`config.mk`:
```
export PLATFORM = sky130hd
export DESIGN_NAME = uart_frame_deframer
export DESIGN_NICKNAME = d
export VERILOG_FILES = /design/src/sv/ufd_pkg.sv /design/src/sv/ufd_cfg.sv /design/src/sv/ufd_front.sv /design/src/sv/ufd_queue.sv /design/src/sv/ufd_back.sv /design/src/sv/uart_frame_deframer.sv
export SDC_FILE = /design/constraint.sdc
export NUM_CORES = 1
export LEC_CHECK = 0
export ABC_AREA = 1
export BUFFER_PORTS_ARGS = -buffer_cell sky130_fd_sc_hd__buf_2
export CORE_MARGIN = 1
export CORE_UTILIZATION = 43
export CTS_CLUSTER_DIAMETER = 30
export CTS_CLUSTER_SIZE = 28
export DETAILED_ROUTE_END_ITERATION = 7
export GPL_TIMING_DRIVEN = 0
export SLEW_MARGIN = 5
export SYNTH_ARGS = -nofsm -noshare
export SYNTH_HDL_FRONTEND = slang
export SYNTH_SLANG_ARGS = --single-unit
```
`constraint.sdc`:
```
create_clock -name clk -period 8.8 [get_ports clk]
set_clock_uncertainty 0.15 [all_clocks]
set_input_delay 1.76 -clock clk [delete_from_list [all_inputs] [get_ports clk]]
set_output_delay 1.76 -clock clk [all_outputs]
set_load 0.05 [all_outputs]
```
`src/sv/ufd_pkg.sv`:
```
// shared types and constants for the uart frame deframer
// used by every module of the block, depends on nothing
package ufd_pkg;

  // largest data length a frame may carry
  localparam int MAX_DATA_LEN = 8;
  localparam int LEN_W        = $clog2(MAX_DATA_LEN + 1);
  localparam int IDX_W        = $clog2(MAX_DATA_LEN);
  localparam int IDLE_W       = 17;
  localparam int QUEUE_DEPTH  = 2;

  // register reset values
  localparam logic [7:0]  START_RST   = 8'd170;
  localparam logic [7:0]  END_RST     = 8'd85;
  localparam logic [3:0]  MAX_LEN_RST = 4'd8;
  localparam logic [15:0] TIMEOUT_RST = 16'd100;

  // register indexes on the config port
  localparam logic [1:0] REG_START   = 2'd0;
  localparam logic [1:0] REG_END     = 2'd1;
  localparam logic [1:0] REG_MAX_LEN = 2'd2;
  localparam logic [1:0] REG_TIMEOUT = 2'd3;

  // input item kinds carried on tuser
  localparam logic REQ_BYTE = 1'b0;
  localparam logic REQ_TICK = 1'b1;

  typedef enum logic [2:0] {
    ST_WAIT = 3'd0,
    ST_ID   = 3'd1,
    ST_SEQ  = 3'd2,
    ST_LEN  = 3'd3,
    ST_DATA = 3'd4,
    ST_CRC  = 3'd5,
    ST_END  = 3'd6
  } parse_state_t;

  typedef struct packed {
    logic [7:0]  start_byte;
    logic [7:0]  end_byte;
    logic [3:0]  max_len;
    logic [15:0] timeout_ms;
  } cfg_t;

  // one completed frame as handed from the parser to the emitter
  typedef struct packed {
    logic [7:0]                        msg_id;
    logic [7:0]                        seq_num;
    logic [LEN_W-1:0]                  data_len;
    logic [7:0]                        crc_byte;
    logic [MAX_DATA_LEN-1:0][7:0]      data;
  } frame_t;

endpackage

```
`src/sv/ufd_cfg.sv`:
```
// configuration registers behind the apb-style port
// depends on ufd_pkg for the register map and cfg_t
module ufd_cfg import ufd_pkg::*; (
  input  logic        clk,
  input  logic        rst,
  input  logic        psel,
  input  logic        penable,
  input  logic        pwrite,
  input  logic [3:0]  paddr,
  input  logic [31:0] pwdata,
  output logic [31:0] prdata,
  output logic        pready,
  output cfg_t        cfg
);

  logic wr_en;

  assign pready = 1'b1;
  assign wr_en  = psel && penable && pwrite && pready;

  // register writes, low address bits ignored
  always_ff @(posedge clk) begin
    if (rst) begin
      cfg.start_byte <= START_RST;
      cfg.end_byte   <= END_RST;
      cfg.max_len    <= MAX_LEN_RST;
      cfg.timeout_ms <= TIMEOUT_RST;
    end else if (wr_en) begin
      case (paddr[3:2])
        REG_START:   cfg.start_byte <= pwdata[7:0];
        REG_END:     cfg.end_byte   <= pwdata[7:0];
        REG_MAX_LEN: cfg.max_len    <= pwdata[3:0];
        REG_TIMEOUT: cfg.timeout_ms <= pwdata[15:0];
        default: ;
      endcase
    end
  end

  // read back
  always_comb begin
    case (paddr[3:2])
      REG_START:   prdata = {24'd0, cfg.start_byte};
      REG_END:     prdata = {24'd0, cfg.end_byte};
      REG_MAX_LEN: prdata = {28'd0, cfg.max_len};
      REG_TIMEOUT: prdata = {16'd0, cfg.timeout_ms};
      default:     prdata = 32'd0;
    endcase
  end

endmodule

```
`src/sv/ufd_front.sv`:
```
// frame parser: takes bytes and ticks, tracks idle time, builds frames
// depends on ufd_pkg; pushes finished frames into ufd_queue
module ufd_front import ufd_pkg::*; (
  input  logic       clk,
  input  logic       rst,
  input  cfg_t       cfg,
  input  logic       in_valid,
  input  logic       in_kind,
  input  logic [7:0] in_byte,
  output logic       in_ready,
  input  logic       q_full,
  output logic       q_push,
  output frame_t     q_frame
);

  parse_state_t state, state_next, eff_state;
  logic [IDLE_W-1:0]  idle_count;
  logic [7:0]         id_hold, seq_hold, crc_hold;
  logic [LEN_W-1:0]   len_hold;
  logic [IDX_W-1:0]   wr_pos;
  logic [MAX_DATA_LEN-1:0][7:0] data_store;
  logic               byte_acc, tick_acc, len_ok, data_done;
  logic               ld_id, ld_seq, ld_len, ld_data, ld_crc;

  assign in_ready = !q_full;
  assign byte_acc = in_valid && in_ready && (in_kind == REQ_BYTE);
  assign tick_acc = in_valid && in_ready && (in_kind == REQ_TICK);

  // a late byte first drops any partial frame
  assign eff_state = (idle_count > {1'b0, cfg.timeout_ms}) ? ST_WAIT : state;

  assign len_ok = (in_byte != 8'd0) && (in_byte <= {4'd0, cfg.max_len})
                  && (in_byte <= 8'(MAX_DATA_LEN));
  assign data_done = ({1'b0, wr_pos} + LEN_W'(1)) == len_hold;

  // next state
  always_comb begin
    state_next = state;
    if (byte_acc) begin
      case (eff_state)
        ST_WAIT: state_next = (in_byte == cfg.start_byte) ? ST_ID : ST_WAIT;
        ST_ID:   state_next = ST_SEQ;
        ST_SEQ:  state_next = ST_LEN;
        ST_LEN:  state_next = len_ok ? ST_DATA : ST_WAIT;
        ST_DATA: state_next = data_done ? ST_CRC : ST_DATA;
        ST_CRC:  state_next = ST_END;
        ST_END:  state_next = ST_WAIT;
        default: state_next = ST_WAIT;
      endcase
    end
  end

  // per-state load strobes
  always_comb begin
    ld_id   = 1'b0;
    ld_seq  = 1'b0;
    ld_len  = 1'b0;
    ld_data = 1'b0;
    ld_crc  = 1'b0;
    q_push  = 1'b0;
    if (byte_acc) begin
      case (eff_state)
        ST_ID:   ld_id   = 1'b1;
        ST_SEQ:  ld_seq  = 1'b1;
        ST_LEN:  ld_len  = len_ok;
        ST_DATA: ld_data = 1'b1;
        ST_CRC:  ld_crc  = 1'b1;
        ST_END:  q_push  = (in_byte == cfg.end_byte);
        default: ;
      endcase
    end
  end

  // control state
  always_ff @(posedge clk) begin
    if (rst) begin
      state      <= ST_WAIT;
      idle_count <= '0;
      wr_pos     <= '0;
    end else begin
      state <= state_next;
      if (byte_acc) begin
        idle_count <= '0;
      end else if (tick_acc && (idle_count != '1)) begin
        idle_count <= idle_count + IDLE_W'(1);
      end
      if (ld_len) begin
        wr_pos <= '0;
      end else if (ld_data) begin
        wr_pos <= wr_pos + IDX_W'(1);
      end
    end
  end

  // header holds
  always_ff @(posedge clk) begin
    if (rst) begin
      id_hold  <= '0;
      seq_hold <= '0;
      len_hold <= '0;
      crc_hold <= '0;
    end else begin
      if (ld_id)  id_hold  <= in_byte;
      if (ld_seq) seq_hold <= in_byte;
      if (ld_len) len_hold <= in_byte[LEN_W-1:0];
      if (ld_crc) crc_hold <= in_byte;
    end
  end

  // data bytes, no reset
  always_ff @(posedge clk) begin
    if (ld_data) data_store[wr_pos] <= in_byte;
  end

  assign q_frame.msg_id   = id_hold;
  assign q_frame.seq_num  = seq_hold;
  assign q_frame.data_len = len_hold;
  assign q_frame.crc_byte = crc_hold;
  assign q_frame.data     = data_store;

endmodule

```
`src/sv/ufd_queue.sv`:
```
// short frame queue between parser and emitter
// depends on ufd_pkg for frame_t and QUEUE_DEPTH
module ufd_queue import ufd_pkg::*; (
  input  logic   clk,
  input  logic   rst,
  input  logic   push,
  input  frame_t push_frame,
  input  logic   pop,
  output logic   full,
  output logic   not_empty,
  output frame_t head
);

  localparam int PTR_W = $clog2(QUEUE_DEPTH);

  frame_t               slots [QUEUE_DEPTH];
  logic [PTR_W-1:0]     wr_ptr, rd_ptr;
  logic [PTR_W:0]       count;

  assign full      = count == (PTR_W+1)'(QUEUE_DEPTH);
  assign not_empty = count != '0;
  assign head      = slots[rd_ptr];

  // pointers and fill count
  always_ff @(posedge clk) begin
    if (rst) begin
      wr_ptr <= '0;
      rd_ptr <= '0;
      count  <= '0;
    end else begin
      if (push) wr_ptr <= (wr_ptr == PTR_W'(QUEUE_DEPTH - 1)) ? '0 : wr_ptr + PTR_W'(1);
      if (pop)  rd_ptr <= (rd_ptr == PTR_W'(QUEUE_DEPTH - 1)) ? '0 : rd_ptr + PTR_W'(1);
      count <= count + (PTR_W+1)'(push) - (PTR_W+1)'(pop);
    end
  end

  // slot storage
  always_ff @(posedge clk) begin
    if (push) slots[wr_ptr] <= push_frame;
  end

  a_no_push_full: assert property (@(posedge clk) disable iff (rst)
    full |-> !push) else $error("frame pushed into full queue");
  a_no_pop_empty: assert property (@(posedge clk) disable iff (rst)
    pop |-> not_empty) else $error("frame popped from empty queue");
  a_count_range: assert property (@(posedge clk) disable iff (rst)
    count <= (PTR_W+1)'(QUEUE_DEPTH)) else $error("queue count out of range");

endmodule

```
`src/sv/ufd_back.sv`:
```
// frame emitter: walks the head frame one data byte per result
// depends on ufd_pkg; reads ufd_queue head, drives the output register
module ufd_back import ufd_pkg::*; (
  input  logic       clk,
  input  logic       rst,
  input  logic       q_valid,
  input  frame_t     q_head,
  output logic       q_pop,
  output logic       out_valid,
  input  logic       out_ready,
  output logic [7:0] msg_id,
  output logic [7:0] seq_num,
  output logic [3:0] data_len,
  output logic [2:0] data_index,
  output logic [7:0] data_byte,
  output logic [7:0] crc_byte,
  output logic       last
);

  logic [IDX_W-1:0] idx;
  logic             load, is_last;

  assign load    = q_valid && (!out_valid || out_ready);
  assign is_last = ({1'b0, idx} + LEN_W'(1)) == q_head.data_len;
  assign q_pop   = load && is_last;

  // result index within the head frame
  always_ff @(posedge clk) begin
    if (rst) begin
      idx       <= '0;
      out_valid <= 1'b0;
    end else begin
      if (load) idx <= is_last ? '0 : idx + IDX_W'(1);
      if (load) begin
        out_valid <= 1'b1;
      end else if (out_ready) begin
        out_valid <= 1'b0;
      end
    end
  end

  // output register
  always_ff @(posedge clk) begin
    if (load) begin
      msg_id     <= q_head.msg_id;
      seq_num    <= q_head.seq_num;
      data_len   <= 4'(q_head.data_len);
      data_index <= 3'(idx);
      data_byte  <= q_head.data[idx];
      crc_byte   <= q_head.crc_byte;
      last       <= is_last;
    end
  end

  a_index_in_len: assert property (@(posedge clk) disable iff (rst)
    out_valid |-> ({1'b0, data_index} < data_len))
    else $error("data index beyond frame length");
  a_last_at_end: assert property (@(posedge clk) disable iff (rst)
    (out_valid && last) |-> (({1'b0, data_index} + 4'd1) == data_len))
    else $error("last marked on wrong byte");
  a_pop_once: assert property (@(posedge clk) disable iff (rst)
    q_pop |=> (idx == '0)) else $error("index not rewound after frame");

endmodule

```
`src/sv/uart_frame_deframer.sv`:
```
// uart frame deframer top: parser, frame queue, emitter and config registers
// an input item (byte or tick) is taken while the queue has room; a matching end byte
// queues the frame and the emitter loads results into the output register, one
// result per cycle unless m_tready stalls; a two-frame queue lets the parser run ahead
// synchronous active-high reset returns the parser to waiting and empties queue
module uart_frame_deframer import ufd_pkg::*; (
  input  logic        clk,
  input  logic        rst,
  // input items
  input  logic        s_tvalid,
  output logic        s_tready,
  input  logic [7:0]  s_tdata,   // [7:0] rx_byte
  input  logic        s_tuser,   // [0] req_type
  // result items
  output logic        m_tvalid,
  input  logic        m_tready,
  output logic [39:0] m_tdata,   // [7:0] msg_id, [15:8] seq_num, [19:16] data_len,
                                 // [22:20] data_index, [30:23] data_byte,
                                 // [38:31] crc_byte, [39] zero
  output logic        m_tlast,
  // configuration
  input  logic        psel,
  input  logic        penable,
  input  logic        pwrite,
  input  logic [3:0]  paddr,
  input  logic [31:0] pwdata,
  output logic [31:0] prdata,
  output logic        pready
);

  cfg_t       cfg;
  frame_t     push_frame, head;
  logic       q_push, q_pop, q_full, q_valid;
  logic [7:0] msg_id, seq_num, data_byte, crc_byte;
  logic [3:0] data_len;
  logic [2:0] data_index;

  ufd_cfg u_cfg (
    .clk, .rst, .psel, .penable, .pwrite, .paddr, .pwdata, .prdata, .pready,
    .cfg(cfg)
  );

  ufd_front u_front (
    .clk, .rst, .cfg(cfg),
    .in_valid(s_tvalid), .in_kind(s_tuser), .in_byte(s_tdata), .in_ready(s_tready),
    .q_full(q_full), .q_push(q_push), .q_frame(push_frame)
  );

  ufd_queue u_queue (
    .clk, .rst, .push(q_push), .push_frame(push_frame), .pop(q_pop),
    .full(q_full), .not_empty(q_valid), .head(head)
  );

  ufd_back u_back (
    .clk, .rst, .q_valid(q_valid), .q_head(head), .q_pop(q_pop),
    .out_valid(m_tvalid), .out_ready(m_tready),
    .msg_id(msg_id), .seq_num(seq_num), .data_len(data_len),
    .data_index(data_index), .data_byte(data_byte), .crc_byte(crc_byte),
    .last(m_tlast)
  );

  // pack result fields, lowest first
  assign m_tdata = {1'b0, crc_byte, data_byte, data_index, data_len, seq_num, msg_id};

endmodule

```
==> PnR_summary.wiki <==
{| class="wikitable"
! Metric !! Value
|-
| Path class of the lowest-slack min-delay path || register to register
|-
| Max FO, Critical Path || 10
|-
| I/O Pins || about 130
|-
| TritonCTS clock tree || done
|-
| Highest-count cells in the layout ignoring fill and taps || sky130_fd_sc_hd__edfxtp_1 (288), sky130_fd_sc_hd__nand2_1 (265), sky130_fd_sc_hd__nor2_1 (161)
|-
| Gpl congestion || 0.864
|-
| Util after Layout || 0.562
|-
| Half-perimeter wire length of the detailed placement result || 22900 um
|-
| WHS || between 0.2 and 0.3 ns
|-
| Most instantiated flip-flop cell in the synthesis netlist || sky130_fd_sc_hd__edfxtp_1
|-
| Register bit count reported by yosys || 384
|-
| Total clock buffers created by CTS || 81
|-
| Most frequent standard cell in the layout excluding fill and tap cells || sky130_fd_sc_hd__edfxtp_1
|-
| Pin count of the biggest net entering global routing || 51
|-
| Congestion Overflow GR || 0
|-
| Sinks on the clock net || about 380
|-
| Part of the Yosys area used for sequential elements || 0.695
|-
| Worst hold path startpoint || u_front.q_frame[29]
|-
| Die Span X || 190 um
|-
| Number of cells in the finished layout apart from fillers || around 2000
|-
| Area of the mapped netlist || about 0.015 mm^2
|-
| Cells after Synth || 1309
|-
| Vias in the first global route || approximately 10000
|-
| Clock input transition at the sequential cells of the worst setup and hold paths || 0.05 ns
|-
| Static Leak || between 7 and 8 nW
|-
| Number of distinct library cells after synthesis || 44
|-
| Effective utilization at floorplan || 0.439
|-
| Placed cell area || between 0.015 and 0.02 mm^2
|-
| Terminus of the critical flop-to-flop path || u_queue.slots[1][37]
|-
| Run status || finished clean
|-
| Endpoint type of the worst setup path || output port
|-
| Pins over their slew limit || 0
|-
| # setup viols final || 0
|-
| Startpoint class of the critical path || input port
|-
| Core area || between 0.03 and 0.04 mm^2
|-
| Aggregate negative setup slack || 0 ns
|-
| Cts hold-fix bufs || 0
|-
| Post-CTS setup repair buffer count || 0
|-
| Crit Reg-Reg Startpoint || u_cfg.cfg[8]
|-
| Top layer reached by signal wires || met4
|-
| Minimum setup slack in the final design || 3.85 ns
|-
| Count of instances resized after the clock tree is built || 0
|-
| Fraction of synthesis flops using an asynchronous set or reset pin || 0
|-
| Number of hold violations in the final report || 0
|-
| Final Instance Area || a little under 0.02 mm^2
|-
| Initial antenna violation count || 1
|-
| Inst Count DP || between 1500 and 2000
|-
| Max-cap viol count || 0
|-
| Most area-hungry cell type in the Yosys netlist || sky130_fd_sc_hd__edfxtp_1
|-
| Post-route fraction of the period consumed by the critical path || 0.563
|-
| Data required time at the worst endpoint || 6.89 ns
|-
| Diode insertion count for antenna repair || 0
|-
| Top achievable clock speed || 0.202 GHz
|-
| Number of vias after detailed routing || ~10000
|-
| Yosys synthesis warning count || 0
|-
| Reg-to-reg setup timing slack || about 5.5 ns
|-
| Post-Place Worst Slack || just under 4 ns
|-
| Met2 layer wire length in the routed design || approximately 17000 um
|-
| Post-layout net count || 1586
|-
| Number of cells on the worst hold path || 0
|-
| Detailed-routing wirelength on met1 || ~16000 um
|-
| Global-route wire length before repair || 54600 um
|-
| Total die area || about 0.036 mm^2
|-
| Fraction of final layout cells with drive strength greater than 1 || 0.191
|-
| WHS Endpoint || u_queue.slots[0][29]
|-
| Remaining max-slew budget at the tightest pin || 0.286
|-
| Global-route usage over all layers || 0.201
|-
| Syn_area_per_cell || 11.6 um^2
|-
| Vias per std cell || between 5 and 6
|-
| Setup Crit Path Kind || input port to output port
|-
| Total number of H-tree levels || 3
|-
| Number of DRC markers in iteration 0 || about 770
|-
| Per-cell routed wire length || 17.5 um
|-
| Clk Latency, worst-skew pair || about 0.58 ns
|-
| Routed wire length || around 36000 um
|-
| Die Height || 190 um
|-
| Number of detailed-routing iterations run before antenna repair || 5
|-
| Count of flip-flops with a built-in enable after synthesis || around 290
|-
| Ratio of total power to cell area || 271 mW/mm^2
|-
| Number of nets still failing antenna checks after routing || 0
|-
| Data arrival time at the worst-slack endpoint || a little over 3 ns
|-
| Wire length on met3 || about 2500 um
|-
| Synth-to-layout area growth || 28.0%
|-
| Worst slew pin tran || ~1.1 ns
|-
| Count of filler cells inserted in the layout || 2828
|-
| Top cells by area, synth || sky130_fd_sc_hd__edfxtp_1 (57%), sky130_fd_sc_hd__dfxtp_1 (13%), sky130_fd_sc_hd__nand2_1 (6.5%), sky130_fd_sc_hd__nor2_1 (4.0%), sky130_fd_sc_hd__o21ai_0 (2.6%)
|-
| Worst-case reg-to-reg path depth || 14
|-
| Min Clock Period, post-route || around 5 ns
|-
| Number of I/O port buffers || 90
|-
| PnR Total Power || ~5.3 mW
|-
| Share of the synthesized area in the top cell type || 0.569
|-
| Unrepaired setup endpoints after global routing || false
|-
| Number of design rule violations left after detail routing || 0
|-
| Max Root-Sink Buffers || 3
|-
| Clock root buffer || sky130_fd_sc_hd__clkbuf_16
|-
| Cell Rows || 68
|-
| Worst supply voltage drop on vdd || around 0.14 mV
|}
registers in the layout (all words and copies together), names as in the netlist, 8 cells and up, named ones only:
signal,cells
u_back.data_byte,8
u_back.crc_byte,8
u_back.seq_num,8
u_front.q_frame,64
u_front.crc_hold,8
u_cfg.cfg,36
u_front.id_hold,8
u_front.seq_hold,8
u_queue.slots,184
u_back.msg_id,8
u_front.idle_count,17
cells in the mapped netlist (8+ instances only):
master,instances
sky130_fd_sc_hd__nor3_1,15
sky130_fd_sc_hd__nor2_1,161
sky130_fd_sc_hd__buf_1,9
sky130_fd_sc_hd__o211ai_1,8
sky130_fd_sc_hd__edfxtp_1,288
sky130_fd_sc_hd__a221oi_1,9
sky130_fd_sc_hd__xnor2_1,21
sky130_fd_sc_hd__o21ai_0,79
sky130_fd_sc_hd__dfxtp_1,96
sky130_fd_sc_hd__ha_1,26
sky130_fd_sc_hd__a21oi_1,70
sky130_fd_sc_hd__clkbuf_1,26
sky130_fd_sc_hd__nand2_1,265
sky130_fd_sc_hd__o22ai_1,12
sky130_fd_sc_hd__nand4_1,17
sky130_fd_sc_hd__xor2_1,9
sky130_fd_sc_hd__inv_1,84
sky130_fd_sc_hd__nand3_1,34
sky130_fd_sc_hd__buf_4,18
power breakdown:
part           internal (mW)  total [mW]  switching (mW)
combinational         0.0291       0.115          0.0858
sequential              1.94        1.94         0.00288
clock                   2.25        3.22           0.973
total                   4.21        5.27            1.06
cells by family (layout without fill, tap and decap cells):
group / count (synthesis) / in the layout / share of synthesized area
XOR/XNOR: 30 / 30 / 0.0173
AND/OR/NAND/NOR: 520 / 520 / 0.148
buffers and inverters: 148 / 399 / 0.0427
other: 2 / 18 / 0.000494
flip-flops: 384 / 384 / 0.695
AO/OA/AOI/OAI: 199 / 199 / 0.0751
adder cells (fa/ha/maj): 26 / 26 / 0.0214
worst max-delay path: stages:
cell	delay, ns
sky130_fd_sc_hd__buf_2	0.13
sky130_fd_sc_hd__nand2_1	0.22
sky130_fd_sc_hd__clkbuf_1	0.51
sky130_fd_sc_hd__o211ai_1	0.17
sky130_fd_sc_hd__buf_2	0.24
area by class of cell:
type                            count  area (um^2)  share of cell area
Buffer                             59          315              0.0162
Clock buffer                       94         2110               0.108
Sequential cell                   384        10600               0.543
Inverter                           89          337              0.0173
Timing Repair Buffer              100          644              0.0331
Multi-Input combinational cell    793         4090               0.210
Tap cell                          455          569              0.0293
Clock inverter                     57          832              0.0428
worst max path at each step:
stage | startpoint | to | slack, ns | cells after the start
after floorplan | s_tdata[3] | u_queue.slots[0][0] | 2.15 | 6
after global placement | s_tdata[3] | u_queue.slots[0][10] | -0.76 | 7
after detailed placement | paddr[3] | prdata[6] | 3.87 | 5
after CTS | paddr[3] | prdata[6] | 3.86 | 5
after global routing | paddr[2] | prdata[1] | 3.74 | 6
final | paddr[3] | prdata[6] | 3.85 | 5
metal layers:
metal	vias up	GRT usage
li1	4948	-
met1	4893	0.265
met2	352	0.319
met3	60	0.0443
met4	0	0.0831
met5	-	0
No activity file was read; power rests on OpenSTA's default activity.
